`src/fpa_pkg.sv`:
```
// Shared types and constants for the 16.16 fixed-point ALU.
package fpa_pkg;

   // Operand and result word width.
   localparam int WORD_WIDTH = 32;

   // Width of the operation code.
   localparam int OP_WIDTH = 3;

   // Operation codes.
   localparam logic [OP_WIDTH-1:0] OP_ADD  = 3'd0;
   localparam logic [OP_WIDTH-1:0] OP_SUB  = 3'd1;
   localparam logic [OP_WIDTH-1:0] OP_MUL  = 3'd2;
   localparam logic [OP_WIDTH-1:0] OP_DIV  = 3'd3;
   localparam logic [OP_WIDTH-1:0] OP_ITOF = 3'd4;

   // Side information that travels with a transaction along the divider chain.
   typedef struct packed {
      logic [OP_WIDTH-1:0]   op;
      logic [WORD_WIDTH-1:0] result;
      logic                  overflow;
      logic                  div_zero;
      logic                  negative;
   } fpa_ctrl_type;

endpackage

```
`src/fpa_div_cell.sv`:
```
// One restoring-division cell: develops one quotient bit per transaction.
module fpa_div_cell #(
   parameter int FRAC_BITS = 16
) (
   input  logic                                     clock,
   input  logic                                     reset,
   input  logic                                     valid_i,
   input  fpa_pkg::fpa_ctrl_type                    ctrl_i,
   input  logic [fpa_pkg::WORD_WIDTH-1:0]           rem_i,
   input  logic [fpa_pkg::WORD_WIDTH+FRAC_BITS-1:0] dq_i,
   input  logic [fpa_pkg::WORD_WIDTH-1:0]           divisor_i,
   output logic                                     valid_o,
   output fpa_pkg::fpa_ctrl_type                    ctrl_o,
   output logic [fpa_pkg::WORD_WIDTH-1:0]           rem_o,
   output logic [fpa_pkg::WORD_WIDTH+FRAC_BITS-1:0] dq_o,
   output logic [fpa_pkg::WORD_WIDTH-1:0]           divisor_o
);

   localparam int W  = fpa_pkg::WORD_WIDTH;
   localparam int QW = W + FRAC_BITS;

   logic                  valid_ff, valid_in;
   fpa_pkg::fpa_ctrl_type ctrl_ff, ctrl_in;
   logic [W-1:0]          rem_ff, rem_in;
   logic [QW-1:0]         dq_ff, dq_in;
   logic [W-1:0]          dvs_ff, dvs_in;

   logic [W:0] partial;
   logic [W:0] diff;
   logic       fits;

   // Shift the next dividend bit into the remainder and try the subtraction.
   always_comb begin
      partial  = {rem_i, dq_i[QW-1]};
      diff     = partial - {1'b0, divisor_i};
      fits     = (partial >= {1'b0, divisor_i});
      valid_in = valid_i;
      ctrl_in  = ctrl_i;
      rem_in   = fits ? diff[W-1:0] : partial[W-1:0];
      dq_in    = {dq_i[QW-2:0], fits};
      dvs_in   = divisor_i;
   end

   always_ff @(posedge clock) begin
      if (reset) begin
         valid_ff <= 1'b0;
      end else begin
         valid_ff <= valid_in;
      end
      ctrl_ff <= ctrl_in;
      rem_ff  <= rem_in;
      dq_ff   <= dq_in;
      dvs_ff  <= dvs_in;
   end

   assign valid_o   = valid_ff;
   assign ctrl_o    = ctrl_ff;
   assign rem_o     = rem_ff;
   assign dq_o      = dq_ff;
   assign divisor_o = dvs_ff;

endmodule

```
`config.mk`:
```
export PLATFORM = sky130hd
export DESIGN_NAME = fpa_div_cell
export DESIGN_NICKNAME = d
export VERILOG_FILES = /design/src/fpa_pkg.sv /design/src/fpa_div_cell.sv
export SDC_FILE = /design/constraint.sdc
export NUM_CORES = 1
export LEC_CHECK = 0
export ABC_AREA = 1
export ABC_CLOCK_PERIOD_IN_PS = 2100
export BUFFER_PORTS_ARGS = -buffer_cell sky130_fd_sc_hd__buf_2
export CORE_ASPECT_RATIO = 1.1
export CORE_MARGIN = 4
export CORE_UTILIZATION = 40
export CTS_CLUSTER_DIAMETER = 100
export DETAILED_ROUTE_END_ITERATION = 10
export PLACE_DENSITY = 0.71
export SLEW_MARGIN = 0
export SYNTH_ARGS = -nofsm -noshare
export SYNTH_HDL_FRONTEND = slang
export SYNTH_SLANG_ARGS = --single-unit
```
`constraint.sdc`:
```
create_clock -name clock -period 2.1 [get_ports clock]
set_clock_uncertainty 0.1 [all_clocks]
set_input_delay 0 -clock clock [delete_from_list [all_inputs] [get_ports clock]]
set_output_delay 0 -clock clock [all_outputs]
set_load 0.01 [all_outputs]
```
==> flow_summary.json <==
{
  "critPathBufInv": 8,
  "seq_power_share_pct": 39.4,
  "postSynthCellCount": 803,
  "cap_violations": 0,
  "synth_area_per_cell_um2": 7.65,
  "tightest_slew_ns": 0.380,
  "grtUsageTotal_pct": 25.7,
  "yosysUniqueCellTypes": 27,
  "placed_area_um2": 7920,
  "yosysTopAreaCellShare_pct": 49.2,
  "htreeDepth": 4,
  "p_per_area_nw_per_um2": 772,
  "path_clk_slew_ns": 0.07,
  "viasPerCell": 4.51,
  "grt_max_degree": 19,
  "yosys_warnings": 0,
  "pwr-share-comb_pct": 23.1,
  "postRouteAntennaNets": 0,
  "outcome": "completed",
  "cts_tree": "done",
  "start_util_pct": 40.8,
  "rows": 47,
  "crit_fanout": 18,
  "end_kind": "flop",
  "numCtsBuffers": 17,
  "dr.pass1.iters": 5,
  "fmax_mhz": 491,
  "arrival_ns": 2.24,
  "antenna_found_initial": 2,
  "syn_nets": 989,
  "die_w_um": 126,
  "routed_wl_um": 23900,
  "port_buffers": 303,
  "fin_crit_sh_pct": 97.0,
  "die_y_um": 138,
  "grt_pass1_wl_um": 34700,
  "regArea_um2": 3020,
  "crit_slowest_cell": "dlygate4sd3_1",
  "grt_pass1_vias": 6736,
  "syn_to_final_growth_pct": 70.0,
  "ys_seq_elements": 151,
  "final-setup-viol-count": 0,
  "finalHoldViolations": 0,
  "crit_required_ns": 2.31,
  "crit_chain": "dlygate4sd3_1, buf_2, inv_1, ha_2, nand2_2, inv_1, nand2_1, nand2_1, inv_1, nand2_2, inv_1, nand2_4, nand2_4, nand2_8, inv_4, buf_12, nand2_1, nand2_1",
  "drive_gt1_share_pct": 33.0,
  "fin_util_pct": 69.3,
  "fin_tns_setup_ns": 0,
  "fin_nets": 1465,
  "synth-edff-count": 0,
  "syn_area_um2": 6140,
  "leakage_uw": 0.00561,
  "p_sw_share_pct": 30.0,
  "p_switching_uw": 2420,
  "period_needed_ns": 2.04,
  "clock-root-buffer": "clkbuf_16",
  "synth_seq_area_share_pct": 49.2,
  "ir_drop_mv": 0.495,
  "drcViolationCount": 0,
  "overflow": 0,
  "hold_path.class": "input port to flop",
  "finalPower_uw": 8060,
  "place.gp.congestion": 0.948,
  "max_stage_delay_ns": 0.55,
  "crit_type": "input port to flop",
  "critPathLaunchType": "input port",
  "synthArstFlopShare_pct": 0,
  "synthFlopType": "dfxtp_1",
  "floorplan.io_pins": 304,
  "yosysMostFrequentCell": "nand2_1",
  "p_clk_share_pct": 37.5,
  "wire_per_inst_um": 16.0,
  "drtIter0Drc": 326,
  "drv_slew": 0,
  "slew_headroom_pct": 74.4,
  "internal_power_uw": 5640,
  "numClockSinks": 151,
  "dieArea_um2": 17400,
  "hold_ws_ns": 0.109,
  "multiInputGateArea_um2": 2870,
  "critPathTopFamily": "buffers and inverters",
  "ys_top_cells_by_count": "nand2_1 (297), dfxtp_1 (151), inv_1 (151)",
  "yosys-top-cells-area": "dfxtp_1 (49%), nand2_1 (18%), inv_1 (9.2%), ha_1 (6.5%), nand3_1 (3.0%)",
  "cts_buffer_depth": 2,
  "dp_hpwl_um": 16100,
  "design_area_um2": 10400,
  "fillers": 1180,
  "coreArea_um2": 15100,
  "vias": 6713,
  "synth_top_area_cell": "dfxtp_1"
}
[metal layers]
metal	vias to the layer above	global-route usage, %	part of all wire [%]
met2	262	50.1	55
met3	47	5.55	5.9
met4	0	9.65	2.6
li1	3353	-	-
met1	3051	26.9	36
met5	-	0	0
[path summary, 6_finish.rpt]
| kind | depth (start not counted) | to | from | slack, ns |
|---|---|---|---|---|
| worst max-delay path | 18 | rem_o[14] | divisor_i[15] | 0.06 |
| worst min-delay path | 2 | dq_o[41] | dq_i[40] | 0.11 |
[flip-flops by register name, summed over array words and instances (netlist names)]
register,cells
ctrl_o,38
divisor_o,32
dq_o,48
rem_o,32
valid_o,1
[stage by stage]
stage                     std cells  setup WS (ns)
after floorplan                 803          0.526
after global placement         1303          0.157
after detailed placement       1303          0.149
after CTS                      1486         0.0238
after global routing           1490        -0.0337
final                          1490         0.0640
[power by group through the flow]
stage / logic, uW / clock network (uW) / registers [uW]
finish: 1860 / 3020 / 3180
global route: 2030 / 3180 / 3200
CTS: 1700 / 3050 / 3170
detailed placement: 1460 / 0 / 3230
global placement: 1450 / 0 / 3220
floorplan: 694 / 0 / 3370
[cell type report]
type | instances | share of cell area (%)
inverter | 153 | 5.53
multi-input combinational | 492 | 27.5
clock inverter | 14 | 1.51
sequential | 151 | 29.0
clock buffer | 18 | 4.11
tap | 196 | 2.35
timing repair buffer | 464 | 30.0
antenna | 2 | 0.0480
[kinds of logic after synthesis]
logic type | Yosys count | share of synthesized area, %
XOR/XNOR | 14 | 2.00
AO/OA/AOI/OAI | 25 | 2.12
adder cells (fa/ha/maj) | 33 | 6.85
AND/OR/NAND/NOR | 420 | 29.2
buffers and inverters | 160 | 10.6
flip-flops | 151 | 49.2
[layout by cell type (no fill, tap or decap), types with 4 or more instances in the layout]
| cell type | netlist | layout |
|---|---|---|
| buf_2 | 1 | 303 |
| nand2_1 | 297 | 278 |
| inv_1 | 151 | 151 |
| dfxtp_1 | 151 | 151 |
| dlygate4sd3_1 | 0 | 151 |
| nand3_1 | 37 | 34 |
| nand2_2 | 11 | 29 |
| nor2_1 | 35 | 29 |
| ha_4 | 0 | 21 |
| a21oi_1 | 21 | 19 |
| clkbuf_16 | 0 | 17 |
| xor2_1 | 13 | 13 |
| nand3b_1 | 10 | 10 |
| and2_1 | 8 | 8 |
| ha_1 | 32 | 8 |
| buf_4 | 0 | 8 |
| nor2_2 | 6 | 7 |
| nor2_4 | 0 | 5 |
| nor3_1 | 6 | 5 |
| nand2_4 | 3 | 4 |
| inv_8 | 0 | 4 |
| inv_6 | 0 | 4 |
[what timing repair did]
item,CTS,global route
endpoints found under the hold margin,150,0
setup buffers,0,2
gates resized for setup,0,71
endpoints found under the setup margin,0,32
hold buffers,151,0
Note: power is estimated with default switching activity, not from simulation.
