$ cat src/fpa_pkg.sv
// Shared types and constants for the 16.16 fixed-point ALU.
package fpa_pkg;

   // Operand and result word width.
   localparam int WORD_WIDTH = 32;

   // Width of the operation code.
   localparam int OP_WIDTH = 3;

   // Operation codes.
   localparam logic [OP_WIDTH-1:0] OP_ADD  = 3'd0;
   localparam logic [OP_WIDTH-1:0] OP_SUB  = 3'd1;
   localparam logic [OP_WIDTH-1:0] OP_MUL  = 3'd2;
   localparam logic [OP_WIDTH-1:0] OP_DIV  = 3'd3;
   localparam logic [OP_WIDTH-1:0] OP_ITOF = 3'd4;

   // Side information that travels with a transaction along the divider chain.
   typedef struct packed {
      logic [OP_WIDTH-1:0]   op;
      logic [WORD_WIDTH-1:0] result;
      logic                  overflow;
      logic                  div_zero;
      logic                  negative;
   } fpa_ctrl_type;

endpackage

$ cat src/fpa_front.sv
// Two input stages: multiplier and adder, then result fixup and divider setup.
module fpa_front #(
   parameter int FRAC_BITS = 16
) (
   input  logic                                     clock,
   input  logic                                     reset,
   input  logic                                     fire,
   input  logic [fpa_pkg::OP_WIDTH-1:0]             operation,
   input  logic signed [fpa_pkg::WORD_WIDTH-1:0]    operand_a,
   input  logic signed [fpa_pkg::WORD_WIDTH-1:0]    operand_b,
   output logic                                     valid,
   output fpa_pkg::fpa_ctrl_type                    ctrl,
   output logic [fpa_pkg::WORD_WIDTH+FRAC_BITS-1:0] dq,
   output logic [fpa_pkg::WORD_WIDTH-1:0]           divisor
);

   localparam int W      = fpa_pkg::WORD_WIDTH;
   localparam int QW     = W + FRAC_BITS;
   localparam int PW     = 2 * W;
   localparam int MUL_HI = PW - W + 1;
   localparam int ITF_HI = QW - W + 1;

   // Stage one registers.
   logic                 s1_valid_ff, s1_valid_in;
   logic [fpa_pkg::OP_WIDTH-1:0] s1_op_ff, s1_op_in;
   logic signed [PW-1:0] s1_prod_ff, s1_prod_in;
   logic signed [W:0]    s1_sum_ff, s1_sum_in;
   logic signed [W-1:0]  s1_a_ff, s1_a_in;
   logic signed [W-1:0]  s1_b_ff, s1_b_in;

   // Stage two registers.
   logic                  s2_valid_ff, s2_valid_in;
   fpa_pkg::fpa_ctrl_type s2_ctrl_ff, s2_ctrl_in;
   logic [QW-1:0]         s2_dq_ff, s2_dq_in;
   logic [W-1:0]          s2_dvs_ff, s2_dvs_in;

   logic signed [W:0]    a_ext;
   logic signed [W:0]    b_ext;
   logic signed [PW-1:0] mul_shift;
   logic [QW-1:0]        itof_wide;
   logic [W-1:0]         mag_a;
   logic [W-1:0]         mag_b;

   // Stage one: full product and 33-bit sum or difference.
   always_comb begin
      a_ext       = {operand_a[W-1], operand_a};
      b_ext       = {operand_b[W-1], operand_b};
      s1_valid_in = fire;
      s1_op_in    = operation;
      s1_prod_in  = operand_a * operand_b;
      s1_sum_in   = (operation == fpa_pkg::OP_SUB) ? (a_ext - b_ext) : (a_ext + b_ext);
      s1_a_in     = operand_a;
      s1_b_in     = operand_b;
   end

   always_ff @(posedge clock) begin
      if (reset) begin
         s1_valid_ff <= 1'b0;
      end else begin
         s1_valid_ff <= s1_valid_in;
      end
      s1_op_ff   <= s1_op_in;
      s1_prod_ff <= s1_prod_in;
      s1_sum_ff  <= s1_sum_in;
      s1_a_ff    <= s1_a_in;
      s1_b_ff    <= s1_b_in;
   end

   // Stage two: scale and range-check the non-divide results, set up the divide.
   always_comb begin
      mul_shift = s1_prod_ff >>> FRAC_BITS;
      itof_wide = {s1_a_ff, {FRAC_BITS{1'b0}}};
      mag_a     = s1_a_ff[W-1] ? (~s1_a_ff + 1'b1) : s1_a_ff;
      mag_b     = s1_b_ff[W-1] ? (~s1_b_ff + 1'b1) : s1_b_ff;

      s2_valid_in         = s1_valid_ff;
      s2_ctrl_in.op       = s1_op_ff;
      s2_ctrl_in.result   = '0;
      s2_ctrl_in.overflow = 1'b0;
      s2_ctrl_in.div_zero = 1'b0;
      s2_ctrl_in.negative = s1_a_ff[W-1] ^ s1_b_ff[W-1];
      s2_dq_in            = {mag_a, {FRAC_BITS{1'b0}}};
      s2_dvs_in           = mag_b;

      case (s1_op_ff)
         fpa_pkg::OP_ADD, fpa_pkg::OP_SUB: begin
            s2_ctrl_in.result   = s1_sum_ff[W-1:0];
            s2_ctrl_in.overflow = s1_sum_ff[W] ^ s1_sum_ff[W-1];
         end
         fpa_pkg::OP_MUL: begin
            s2_ctrl_in.result   = mul_shift[W-1:0];
            s2_ctrl_in.overflow = (mul_shift[PW-1:W-1] != {MUL_HI{mul_shift[W-1]}});
         end
         fpa_pkg::OP_DIV: begin
            s2_ctrl_in.div_zero = (s1_b_ff == '0);
         end
         fpa_pkg::OP_ITOF: begin
            s2_ctrl_in.result   = itof_wide[W-1:0];
            s2_ctrl_in.overflow = (itof_wide[QW-1:W-1] != {ITF_HI{itof_wide[W-1]}});
         end
         default: begin
            s2_ctrl_in.result = '0;
         end
      endcase
   end

   always_ff @(posedge clock) begin
      if (reset) begin
         s2_valid_ff <= 1'b0;
      end else begin
         s2_valid_ff <= s2_valid_in;
      end
      s2_ctrl_ff <= s2_ctrl_in;
      s2_dq_ff   <= s2_dq_in;
      s2_dvs_ff  <= s2_dvs_in;
   end

   assign valid   = s2_valid_ff;
   assign ctrl    = s2_ctrl_ff;
   assign dq      = s2_dq_ff;
   assign divisor = s2_dvs_ff;

endmodule

$ cat config.mk
export PLATFORM = sky130hd
export DESIGN_NAME = fpa_front
export DESIGN_NICKNAME = d
export VERILOG_FILES = /design/src/fpa_pkg.sv /design/src/fpa_front.sv
export SDC_FILE = /design/constraint.sdc
export NUM_CORES = 2
export LEC_CHECK = 0
export ABC_AREA = 1
export BUFFER_PORTS_ARGS = -buffer_cell sky130_fd_sc_hd__buf_2
export CORE_ASPECT_RATIO = 0.75
export CORE_MARGIN = 3
export CORE_UTILIZATION = 50
export DETAILED_ROUTE_END_ITERATION = 8
export PLACE_DENSITY = 0.66
export SETUP_SLACK_MARGIN = 0.02
export SLEW_MARGIN = 20
export SYNTH_ARGS = -nofsm -noshare
export SYNTH_HDL_FRONTEND = slang
export SYNTH_SLANG_ARGS = --single-unit
$ cat constraint.sdc
create_clock -name clock -period 9.4 [get_ports clock]
set_clock_uncertainty 0.2 [all_clocks]
set_input_delay 1.88 -clock clock [delete_from_list [all_inputs] [get_ports clock]]
set_output_delay 1.88 -clock clock [all_outputs]
set_load 0.01 [all_outputs]
==> impl_metrics.py <==
metrics = {
    "cells_and_area": {
        "seqCellArea_sq_um": 5040,
        "nets": 7673,
        "fillers": 9080,
        "layout-drive-gt1-share_pct": 7.30,
        "area_delta_synth_final_pct": 8.41,
        "multiInputGateArea_sq_um": 36100,
        "final_area_sq_um": 52900,
    },
    "setup_path": {
        "regToRegStartpoint": "s1_op_ff[1]",
        "cp-end-kind": "flip-flop",
        "cpMostUsedCell": "fa_1",
        "worst-path-max-fanout": 35,
        "path_cells": "buf_2 > nand2_1 > fa_1 > fa_1 > inv_1 > fa_1 > inv_1 > fa_1 > inv_1 > fa_1 > fa_1 > fa_1 > inv_1 > fa_1 > inv_1 > ha_1 > a21oi_1 > o21ai_0 > a21oi_1 > nand3_2 > xor2_1",
        "crit_type": "input pin to flip-flop",
        "cp.required_ns": 9.64,
        "crit_path_start_kind": "input pin",
        "rrSetupSlack_ns": 7.13,
        "crit_family": "adder cells",
        "worst_ep_arrival_time_ns": 9.27,
        "cpMaxStageDelayCell": "buf_2",
        "r2r_cells": 5,
        "r2r-end": "ctrl[34]",
        "cp_num_buf_inv": 6,
        "slowest_delay_ns": 0.70,
    },
    "detailed_routing": {
        "dr_total_vias": 39900,
        "dr.pass1.iters": 6,
        "viasPerCell": 5.22,
        "wl_per_cell_um": 20.7,
        "wirelength_mm": 158,
        "ant_nets": 0,
        "drt_iter0_drc": 4033,
        "drcViolationCount": 0,
    },
    "clock_tree": {
        "cts_hold_buf": 0,
        "cts.sinks": 252,
        "cts_root_buffer": "clkbuf_16",
        "ctsResizeCount": 0,
        "cts_buffer_depth": 3,
        "postCtsSetupBuffers": 0,
        "cts_tree": "built",
        "cts.clk_slew.worst_paths_ns": 0.07,
        "clk_latency_ns": 0.60,
        "cts_buffers": 28,
        "h-tree-depth": 1,
    },
    "sta": {
        "rsz0062_at_grt": "no",
        "fin_tns_setup_ns": 0,
        "fmax_ghz": 0.111,
        "hold_slack_ns": 0.180,
        "hold_viol": 0,
        "final_max_slew_viol_count": 0,
        "fin_crit_ns": 9.02,
        "finalCritPeriodShare_pct": 96.0,
        "worst_slew_pin_slew_ns": 1.16,
        "report.final.setup_viol": 0,
        "slew_headroom_pct": 22.7,
    },
    "synth": {
        "synth_top_area_share_pct": 44.4,
        "synth_area_leaders": "fa_1 (44%), inv_1 (14%), nand2_1 (12%)",
        "synth.avg_cell_area_sq_um": 7.91,
        "syn-cell-area_sq_um": 48800,
        "yosysWarnings": 0,
        "ys.flop_type": "dfxtp_1",
        "postSynth.asyncResetShare_pct": 0,
        "synth_seq_area_share_pct": 10.3,
        "synth_cells": 6168,
        "synth_area_leader_cell": "fa_1",
        "ys_seq_elements": 252,
        "ys_types": 53,
        "synth.top_cells.by_count": "inv_1 (1760), nand2_1 (1584), fa_1 (1082), nor2_1 (308), dfxtp_1 (252)",
        "synth_edf_count": 0,
        "yosysMostFrequentCell": "inv_1",
    },
    "grt": {
        "grt_pass1_vias": 41000,
        "grt_pass1_wl_mm": 248,
        "track_usage_pct": 32.1,
        "antenna_found_initial": 9,
        "grt_max_degree": 37,
        "grt-ovfl-total": 0,
    },
    "min_path": {
        "holdPathStages": 0,
        "whs_endpoint": "divisor[0]",
        "hold_class": "flip-flop to flip-flop",
        "hp-start": "s1_b_ff[0]",
    },
    "outcome": {
        "status": "finished, final reports clean",
    },
    "floorplan": {
        "design.die.area_sq_um": 101000,
        "core_region_area_sq_um": 96000,
        "die_w_um": 367,
        "die_y_um": 277,
        "rows": 98,
        "initial_core_util_pct": 50.8,
        "io_pins": 189,
    },
    "place": {
        "gp_congestion": 1.01,
        "io_buffers": 172,
        "dp_hpwl_mm": 135,
        "place_area_sq_um": 51800,
    },
    "run": {
        "drv_cap": 0,
    },
}
## worst reg2reg max path, delay by kind of cell, from the launching register on
family | cells | cell delay, ns
and+or+nand+nor | 4 | 1.13
DFF | 1 | 0.45
buffers and inverters | 1 | 0.40
## area by class of cell
| type | count | share of cell area [%] |
|---|---|---|
| inverters | 1766 | 12.5 |
| clock buffers | 35 | 1.45 |
| multi-input cells | 3908 | 68.3 |
| repair buffers | 349 | 4.57 |
| flip-flops and latches | 252 | 9.54 |
| clock inverters | 17 | 0.558 |
| diodes | 2 | 0.00946 |
| well taps | 1300 | 3.08 |
## stage by stage
step                utilization, %  setup slack [ns]  cells
floorplan                        -             0.247   6183
global placement              54.0           -0.0777   7575
detailed placement            54.0           -0.0596   7575
CTS                           55.1             0.515   7627
global route                  55.1             0.212   7627
finish                        55.1             0.377   7629
## sequential cells by signal, indices dropped and copies added, names as in the netlist
name         flops
s1_prod_ff      48
ctrl            38
s1_sum_ff       33
divisor         32
dq              32
s1_a_ff         32
s1_b_ff         32
s1_op_ff         3
s1_valid_ff      1
valid            1
## kinds of logic after synthesis
logic type / synth area share, %
flip-flops: 10.3
AO/OA/AOI/OAI: 3.48
other: 0.00769
AND/OR/NAND/NOR: 17.8
adder cells (fa/ha/maj): 49.9
buffers and inverters: 15.8
XOR/XNOR: 2.59
## per-layer routing
layer	track usage [%]	part of all wire, %	vias to the layer above	routed length, um
li1	-	-	17700	-
met1	48.1	43	20000	68100
met2	47.2	42	2003	66200
met3	9.56	13	168	21100
met4	4.22	1.7	2	2630
met5	0	0.0082	-	13
## layout by cell type, fill, tap and decap left out, drive strengths merged, types with 3 or more instances in the layout
cell	count
dfxtp	252
xnor2	21
nor2	322
buf	349
nand4	41
a21boi	5
a31oi	7
o21ai	105
clkinvlp	4
nand3	130
o211ai	3
or2	9
a21o	12
xor2	123
a22o	16
clkbuf	35
inv	1766
and3	3
bufinv	6
nor4	17
o21a	4
conb	16
a31o	3
ha	216
a21oi	123
o21bai	12
nand2	1591
nor3	39
fa	1082
clkinv	7
## worst max-delay path by stage
stage                       start             end  slack [ns]  cells after the start
CTS                 operand_b[18]  s1_prod_ff[29]        0.51                     21
detailed placement  operand_b[18]  s1_prod_ff[29]       -0.06                     21
global route        operand_b[18]  s1_prod_ff[29]        0.21                     21
floorplan           operand_a[31]  s1_prod_ff[59]        0.25                     26
finish              operand_b[18]  s1_prod_ff[29]        0.38                     21
global placement    operand_b[18]  s1_prod_ff[29]       -0.08                     21
Power is not shown: default switching activity piles up to over one toggle a cycle in this logic, so the estimate is an artifact.
