$ cat config.mk
export PLATFORM = sky130hd
export DESIGN_NAME = fpa_back
export DESIGN_NICKNAME = d
export VERILOG_FILES = /design/src/fpa_pkg.sv /design/src/fpa_back.sv
export SDC_FILE = /design/constraint.sdc
export NUM_CORES = 1
export LEC_CHECK = 0
export BUFFER_PORTS_ARGS = -buffer_cell sky130_fd_sc_hd__clkbuf_2
export CAP_MARGIN = 30
export CORE_UTILIZATION = 38
export DETAILED_ROUTE_END_ITERATION = 7
export PLACE_DENSITY = 0.74
export RECOVER_POWER = 25
export SYNTH_ARGS = -nofsm -noshare
export SYNTH_HDL_FRONTEND = slang
export SYNTH_SLANG_ARGS = --single-unit
$ cat constraint.sdc
create_clock -name clock -period 3.8 [get_ports clock]
set_clock_uncertainty 0.1 [all_clocks]
set_input_delay 0.57 -clock clock [delete_from_list [all_inputs] [get_ports clock]]
set_output_delay 0.57 -clock clock [all_outputs]
set_load 0.03 [all_outputs]
$ cat src/fpa_pkg.sv
// Shared types and constants for the 16.16 fixed-point ALU.
package fpa_pkg;

   // Operand and result word width.
   localparam int WORD_WIDTH = 32;

   // Width of the operation code.
   localparam int OP_WIDTH = 3;

   // Operation codes.
   localparam logic [OP_WIDTH-1:0] OP_ADD  = 3'd0;
   localparam logic [OP_WIDTH-1:0] OP_SUB  = 3'd1;
   localparam logic [OP_WIDTH-1:0] OP_MUL  = 3'd2;
   localparam logic [OP_WIDTH-1:0] OP_DIV  = 3'd3;
   localparam logic [OP_WIDTH-1:0] OP_ITOF = 3'd4;

   // Side information that travels with a transaction along the divider chain.
   typedef struct packed {
      logic [OP_WIDTH-1:0]   op;
      logic [WORD_WIDTH-1:0] result;
      logic                  overflow;
      logic                  div_zero;
      logic                  negative;
   } fpa_ctrl_type;

endpackage

$ cat src/fpa_back.sv
// Output stage: signs the quotient, checks its range and selects the result.
module fpa_back #(
   parameter int FRAC_BITS = 16
) (
   input  logic                                     clock,
   input  logic                                     reset,
   input  logic                                     valid,
   input  fpa_pkg::fpa_ctrl_type                    ctrl,
   input  logic [fpa_pkg::WORD_WIDTH+FRAC_BITS-1:0] quotient,
   output logic                                     rsp_valid,
   output logic signed [fpa_pkg::WORD_WIDTH-1:0]    rsp_result,
   output logic                                     rsp_overflow,
   output logic                                     rsp_divide_by_zero
);

   localparam int W     = fpa_pkg::WORD_WIDTH;
   localparam int QW    = W + FRAC_BITS;
   localparam int SQ_HI = QW - W + 2;

   logic         valid_ff, valid_in;
   logic [W-1:0] result_ff, result_in;
   logic         ovf_ff, ovf_in;
   logic         dz_ff, dz_in;

   logic [QW:0] sq;

   // Apply the quotient sign, then pick the divide or the precomputed result.
   always_comb begin
      sq        = ctrl.negative ? (~{1'b0, quotient} + 1'b1) : {1'b0, quotient};
      valid_in  = valid;
      result_in = ctrl.result;
      ovf_in    = ctrl.overflow;
      dz_in     = 1'b0;
      if (ctrl.op == fpa_pkg::OP_DIV) begin
         if (ctrl.div_zero) begin
            result_in = '0;
            ovf_in    = 1'b0;
            dz_in     = 1'b1;
         end else begin
            result_in = sq[W-1:0];
            ovf_in    = (sq[QW:W-1] != {SQ_HI{sq[W-1]}});
         end
      end
   end

   always_ff @(posedge clock) begin
      if (reset) begin
         valid_ff <= 1'b0;
      end else begin
         valid_ff <= valid_in;
      end
      result_ff <= result_in;
      ovf_ff    <= ovf_in;
      dz_ff     <= dz_in;
   end

   assign rsp_valid          = valid_ff;
   assign rsp_result         = result_ff;
   assign rsp_overflow       = ovf_ff;
   assign rsp_divide_by_zero = dz_ff;

endmodule
==> flow_summary_export.csv, run 1 <==
group,metric,value,unit
detailed_routing,drcViolationCount,0,
logic_synthesis,synth_seq_cells,35,
cts,cts_tree,"built",
placed_design,place_area,3040,um^2
logic_synthesis,ys_warn_count,0,
die,die-area,6600,um^2
cts,cts_sinks,35,
logic_synthesis,synthAdderAreaFrac,0.00524,
cells_and_area,drive_gt1_frac,0.335,
logic_synthesis,yosysMostFrequentCell,"nand2_1",
logic_synthesis,synth_top_family_by_area,"compound AO/OA/AOI/OAI gates",
pwr,ir_worst_vdd,0.000154,V
timing,timing.final.crit_share,0.858,
logic_synthesis,synth_edf_count,0,
cells_and_area,finalNonFillerCells,490,
logic_synthesis,syn_inst,294,
logic_synthesis,ys_types,48,
die,ioPinCount,124,
pwr,design_power_total,948,uW
cells_and_area,antenna_cells,0,
global_route,grt_pass1_vias,2371,
job,max-cap-violations,1,
placed_design,hpwlAfterDp,5.21,mm
logic_synthesis,synth_area,2390,um^2
cts,cts-root-buf,"clkbuf_8",
critical_path,worstPathMaxFanout,18,
detailed_routing,vias_per_cell,5.24,
detailed_routing,drt-wirelength-per-cell,13.5,um
timing,slew-limit-headroom,-0.0731,
timing,fmax,0.307,GHz
logic_synthesis,synth_compound_area_frac,0.244,
pwr,p_leak,1.42,nW
logic_synthesis,synth_mux_area_frac,0.0126,
critical_path,criticalPathCategory,"in -> reg",
die,core-area,5990,um^2
timing,finalHoldViolations,0,
placed_design,dpl.cell_count,483,
critical_path,cp.required,3.85,ns
die,start_util,0.398,
cts,postCtsSetupRepairBufs,0,
logic_synthesis,ys.flop_type,"dfxtp_1",
detailed_routing,ant_nets,0,
worst_hold_path,hold_class,"in -> reg",
placed_design,globalplace.congestion,0.884,
cts,numCtsBuffers,5,
cells_and_area,post-route-util,0.519,
logic_synthesis,yosysTopAreaCell,"dfxtp_1",
die,core.rowCount,28,
cells_and_area,final_cell_area,3110,um^2
critical_path,arrival,3.31,ns
cells_and_area,fin_nets,505,
status,status,"complete, but fails checks",
critical_path,critPathLaunchType,"input port",
timing,worst_pin_slew,1.61,ns
timing,setup_violations,0,
detailed_routing,drtIter0Drc,69,
global_route,grt_overflow,0,
critical_path,worst_setup_path_end_kind,"register",
global_route,grt_pass1_wl,10.6,mm
global_route,grt_max_degree,39,
die,die_y,81.2,um
cts,cts_hold_buf,0,
logic_synthesis,yosysSeqAreaShare,0.294,
logic_synthesis,synthTopCellsByCount,"nand2_1 (45), o21ai_0 (38), dfxtp_1 (35), xor2_1 (35)",
logic_synthesis,avgSynthCellArea,8.12,um^2
logic_synthesis,synth.area.top_cells,"dfxtp_1 (29%), xor2_1 (13%), o21ai_0 (8.0%)",
detailed_routing,drt_wl_total,6.63,mm
logic_synthesis,synth.net_count,384,
cts,htree_levels,2,
placed_design,numPortBuffers,123,
logic_synthesis,synth-simple-area-share,0.224,
detailed_routing,vias,2569,
logic_synthesis,ys_async_sr_fraction,0,
global_route,track_usage,0.206,
cts,ctsResizeCount,0,
cts,clk_pin_slew,0.07,ns
timing,rsz0062_at_grt,"no",
pwr,power_density,305,nW/um^2
timing,fin_tns_setup,0,ns
logic_synthesis,post_synth_xor_area_fraction,0.169,
global_route,antenna_found_initial,0,
cells_and_area,area_growth,30.3,%
die,die-width,81.2,um
timing,fin_crit,3.26,ns
cts,clock_path_buffers,2,
status,violations,"capacitance limit, slew limit",
logic_synthesis,synth_top_area_frac,0.294,
timing,maxSlewViolCount,39,
detailed_routing,firstDrtPassIters,4,
-- cells in the final DEF, fill, tap and decap left out, types with 2 or more instances in the layout --
cell,instances
a21oi_1,3
a31oi_1,2
buf_4,6
clkbuf_1,15
clkbuf_2,109
clkbuf_8,6
dfxtp_1,35
inv_1,5
mux2i_1,3
nand2_1,45
nand2b_1,2
nand3_1,5
nand3b_1,2
nor2_1,14
nor2b_1,2
nor3_1,7
nor4_1,8
o21ai_0,38
o31ai_1,14
o32ai_1,2
o41ai_1,11
o41ai_2,2
or2_2,3
or3_1,4
or3_4,2
or4_4,2
xnor2_1,11
xor2_1,35
-- registers in the layout, indices dropped and copies added, names as in the netlist --
signal,flops
rsp_valid,1
rsp_result,32
rsp_overflow,1
rsp_divide_by_zero,1
-- metal layers --
layer / global-route usage / up-vias / routed length (um)
li1: - / 1310 / -
met1: 0.260 / 1171 / 2950
met2: 0.351 / 82 / 3210
met3: 0.0371 / 6 / 394
met4: 0.0661 / 0 / 78
met5: 0 / - / 0
-- logic make-up after synthesis --
| family | count (synthesis) |
|---|---|
| buffers and inverters | 21 |
| adder cells (fa/ha/maj) | 1 |
| flip-flops | 35 |
| AO/OA/AOI/OAI | 83 |
| AND/OR/NAND/NOR | 105 |
| XOR/XNOR | 46 |
| multiplexers | 3 |
-- final timing paths --
check / from / end / slack, ns / cells past startpoint
setup / recovery: quotient[12] / rsp_overflow$_DFF_P_ / 0.54 / 9
hold / removal: reset / rsp_valid$_SDFF_PP0_ / 0.34 / 2
-- layout make-up --
| type | count | area [um^2] |
|---|---|---|
| Fill cell | 593 | 2880 |
| Multi-Input combinational cell | 238 | 1560 |
| Sequential cell | 35 | 701 |
| Timing Repair Buffer | 130 | 647 |
| Tap cell | 75 | 93.8 |
| Clock buffer | 6 | 82.6 |
| Inverter | 5 | 18.8 |
| Clock inverter | 1 | 5.00 |
-- report_power, final --
part / switching (mW) / internal, mW / total (mW) / leakage, nW
sequential: 0.00689 / 0.394 / 0.401 / 0.295
combinational: 0.171 / 0.107 / 0.278 / 1.08
clock: 0.127 / 0.142 / 0.269 / 0.0470
total: 0.305 / 0.643 / 0.948 / 1.42
-- stage by stage --
stage	hold slack [ns]	setup slack, ns
detailed placement	0.631	0.296
floorplan	0.542	0.541
CTS	0.330	0.574
global route	0.335	0.359
global placement	0.627	0.309
finish	0.339	0.541
-- critical path, stage by stage --
cell       delay (ns)
clkbuf_2         0.12
or4_4            0.54
or4_4            0.62
or3_4            0.47
o31ai_4          0.18
xor2_1           0.21
nor2_1           0.06
a2111oi_0        0.38
a31oi_1          0.15
Note: power is estimated with default switching activity, not from simulation.
==> run 2, diff against run 1 <==
--- a/config.mk
+++ b/config.mk
@@ -7,6 +7,7 @@
 export LEC_CHECK = 0
 export BUFFER_PORTS_ARGS = -buffer_cell sky130_fd_sc_hd__clkbuf_2
 export CAP_MARGIN = 30
+export CORE_MARGIN = 2
 export CORE_UTILIZATION = 38
 export DETAILED_ROUTE_END_ITERATION = 7
 export PLACE_DENSITY = 0.74
==> run 2 against run 1 <==
Against the previous run:
- the run now ends clean
- sequential share of layout area down 0.15 points
- setup slack improved by 0.013 ns
- power grew 8.9%
- cell area increased by 0.68%
- clock power increased by 31%
- maximum frequency grew 0.40%
- flip-flop and latch count stayed put
- critical path type unchanged
- highest routed layer unchanged
==> flow_summary_export.csv, run 2 (synthesized netlist as in run 1, its figures left out) <==
group,metric,value,unit
timing,fin_tns_setup,0,ns
cells_and_area,drive_gt1_frac,0.333,
timing,setup_violations,0,
die,core.rowCount,28,
critical_path,cp.required,3.86,ns
cts,cts_tree,"built",
pwr,power_switching,320,uW
job,max-cap-violations,0,
die,start_util,0.398,
pwr,p_leak,1.43,nW
placed_design,place_area,3040,um^2
cells_and_area,fin_nets,504,
timing,maxSlewViolCount,0,
die,core-area,5990,um^2
global_route,grt_overflow,0,
detailed_routing,drt_wl_total,6.94,mm
critical_path,criticalPathCategory,"in -> reg",
pwr,clkPwrFrac,0.341,
cells_and_area,final_cell_area,3130,um^2
timing,worst_pin_slew,1.23,ns
timing,slew-limit-headroom,0.178,
timing,fin_crit,3.25,ns
pwr,design_power_total,1.03,mW
cts,clock_path_buffers,2,
cts,cts-root-buf,"clkbuf_8",
global_route,track_usage,0.196,
pwr,seq_power_share,0.388,
critical_path,worst_setup_path_end_kind,"register",
placed_design,numPortBuffers,123,
pwr,p_sw_frac,0.310,
critical_path,critPathLaunchType,"input port",
global_route,grt_pass1_wl,11.2,mm
worst_hold_path,hold_class,"in -> reg",
pwr,p_int,712,uW
critical_path,worstPathMaxFanout,18,
die,die-area,6930,um^2
cts,htree_levels,2,
placed_design,globalplace.congestion,0.858,
cts,clk_pin_slew,0.07,ns
global_route,antenna_found_initial,0,
cts,cts_sinks,35,
detailed_routing,ant_nets,0,
detailed_routing,vias_per_cell,5.24,
timing,rsz0062_at_grt,"no",
cts,postCtsSetupRepairBufs,0,
cts,ctsResizeCount,0,
status,status,"completed",
detailed_routing,drt-wirelength-per-cell,14.2,um
cts,numCtsBuffers,5,
timing,fmax,0.308,GHz
placed_design,hpwlAfterDp,5.38,mm
die,ioPinCount,124,
global_route,grt_pass1_vias,2437,
pwr,ir_worst_vdd,0.000180,V
cells_and_area,antenna_cells,0,
pwr,comb_power_share,0.270,
cts,cts_hold_buf,0,
global_route,grt_max_degree,45,
detailed_routing,vias,2566,
detailed_routing,drtIter0Drc,64,
cells_and_area,final_common_cell,"clkbuf_2",
timing,timing.final.crit_share,0.854,
timing,finalHoldViolations,0,
die,die_y,83.2,um
cells_and_area,fillers,624,
pwr,power_density,330,nW/um^2
die,die-width,83.2,um
cells_and_area,layout_common_cells,"clkbuf_2 (108), nand2_1 (45), o21ai_0 (38), xor2_1 (35), dfxtp_1 (35)",
cells_and_area,area_growth,31.2,%
detailed_routing,drcViolationCount,0,
cells_and_area,largest_reg_flops,32,
critical_path,arrival,3.31,ns
detailed_routing,firstDrtPassIters,4,
==> run 2: cell types whose count changed in the layout (fill, tap and decap cells not counted) <==
cell,before,now
buf_4,6,5
clkbuf_2,109,108
bufinv_16,0,1
clkbuf_1,15,16
==> run 2: final timing paths <==
path,startpoint,end,slack (ns),depth (start not counted)
worst max-delay path,quotient[14],rsp_overflow$_DFF_P_,0.55,9
worst min-delay path,reset,rsp_valid$_SDFF_PP0_,0.33,2
==> run 2: area by class of cell <==
class / instances / area, um^2 / area share
inverters: 5 / 18.8 / 0.00600
flip-flops and latches: 35 / 701 / 0.224
clock inverters: 2 / 35.0 / 0.0112
well taps: 75 / 93.8 / 0.0300
repair buffers: 129 / 638 / 0.204
multi-input cells: 238 / 1560 / 0.499
clock buffers: 6 / 82.6 / 0.0264
==> run 2: power by group through the flow <==
stage          Sequential [mW]  Clock [mW]  Combinational, mW
2_1_floorplan            0.465           0              0.113
3_5_place_dp             0.410           0              0.282
4_1_cts                  0.401       0.360              0.283
6_report                 0.401       0.352              0.279
5_1_grt                  0.403       0.379              0.305
3_3_place_gp             0.409           0              0.278
==> run 2: critical path: stages <==
cell	delay (ns)
clkbuf_2	0.10
or4_4	0.55
or4_4	0.62
or3_4	0.47
o31ai_4	0.19
xor2_1	0.21
nor2_1	0.06
a2111oi_0	0.40
a31oi_1	0.13
==> run 2: stage by stage <==
step           utilization  cells  hold WS (ns)  setup slack [ns]
2_1_floorplan            -    294         0.542             0.541
3_3_place_gp         0.507    482         0.625             0.308
3_5_place_dp         0.507    482         0.630             0.247
4_1_cts              0.526    490         0.327             0.574
5_1_grt              0.523    490         0.331             0.340
6_report             0.523    490         0.332             0.554
==> run 2: layer usage <==
layer	GRT usage	routed length (um)	part of all wire
met5	0	0	0
met4	0.0522	69	0.0099
met3	0.0368	385	0.055
met2	0.331	3290	0.47
met1	0.257	3200	0.46
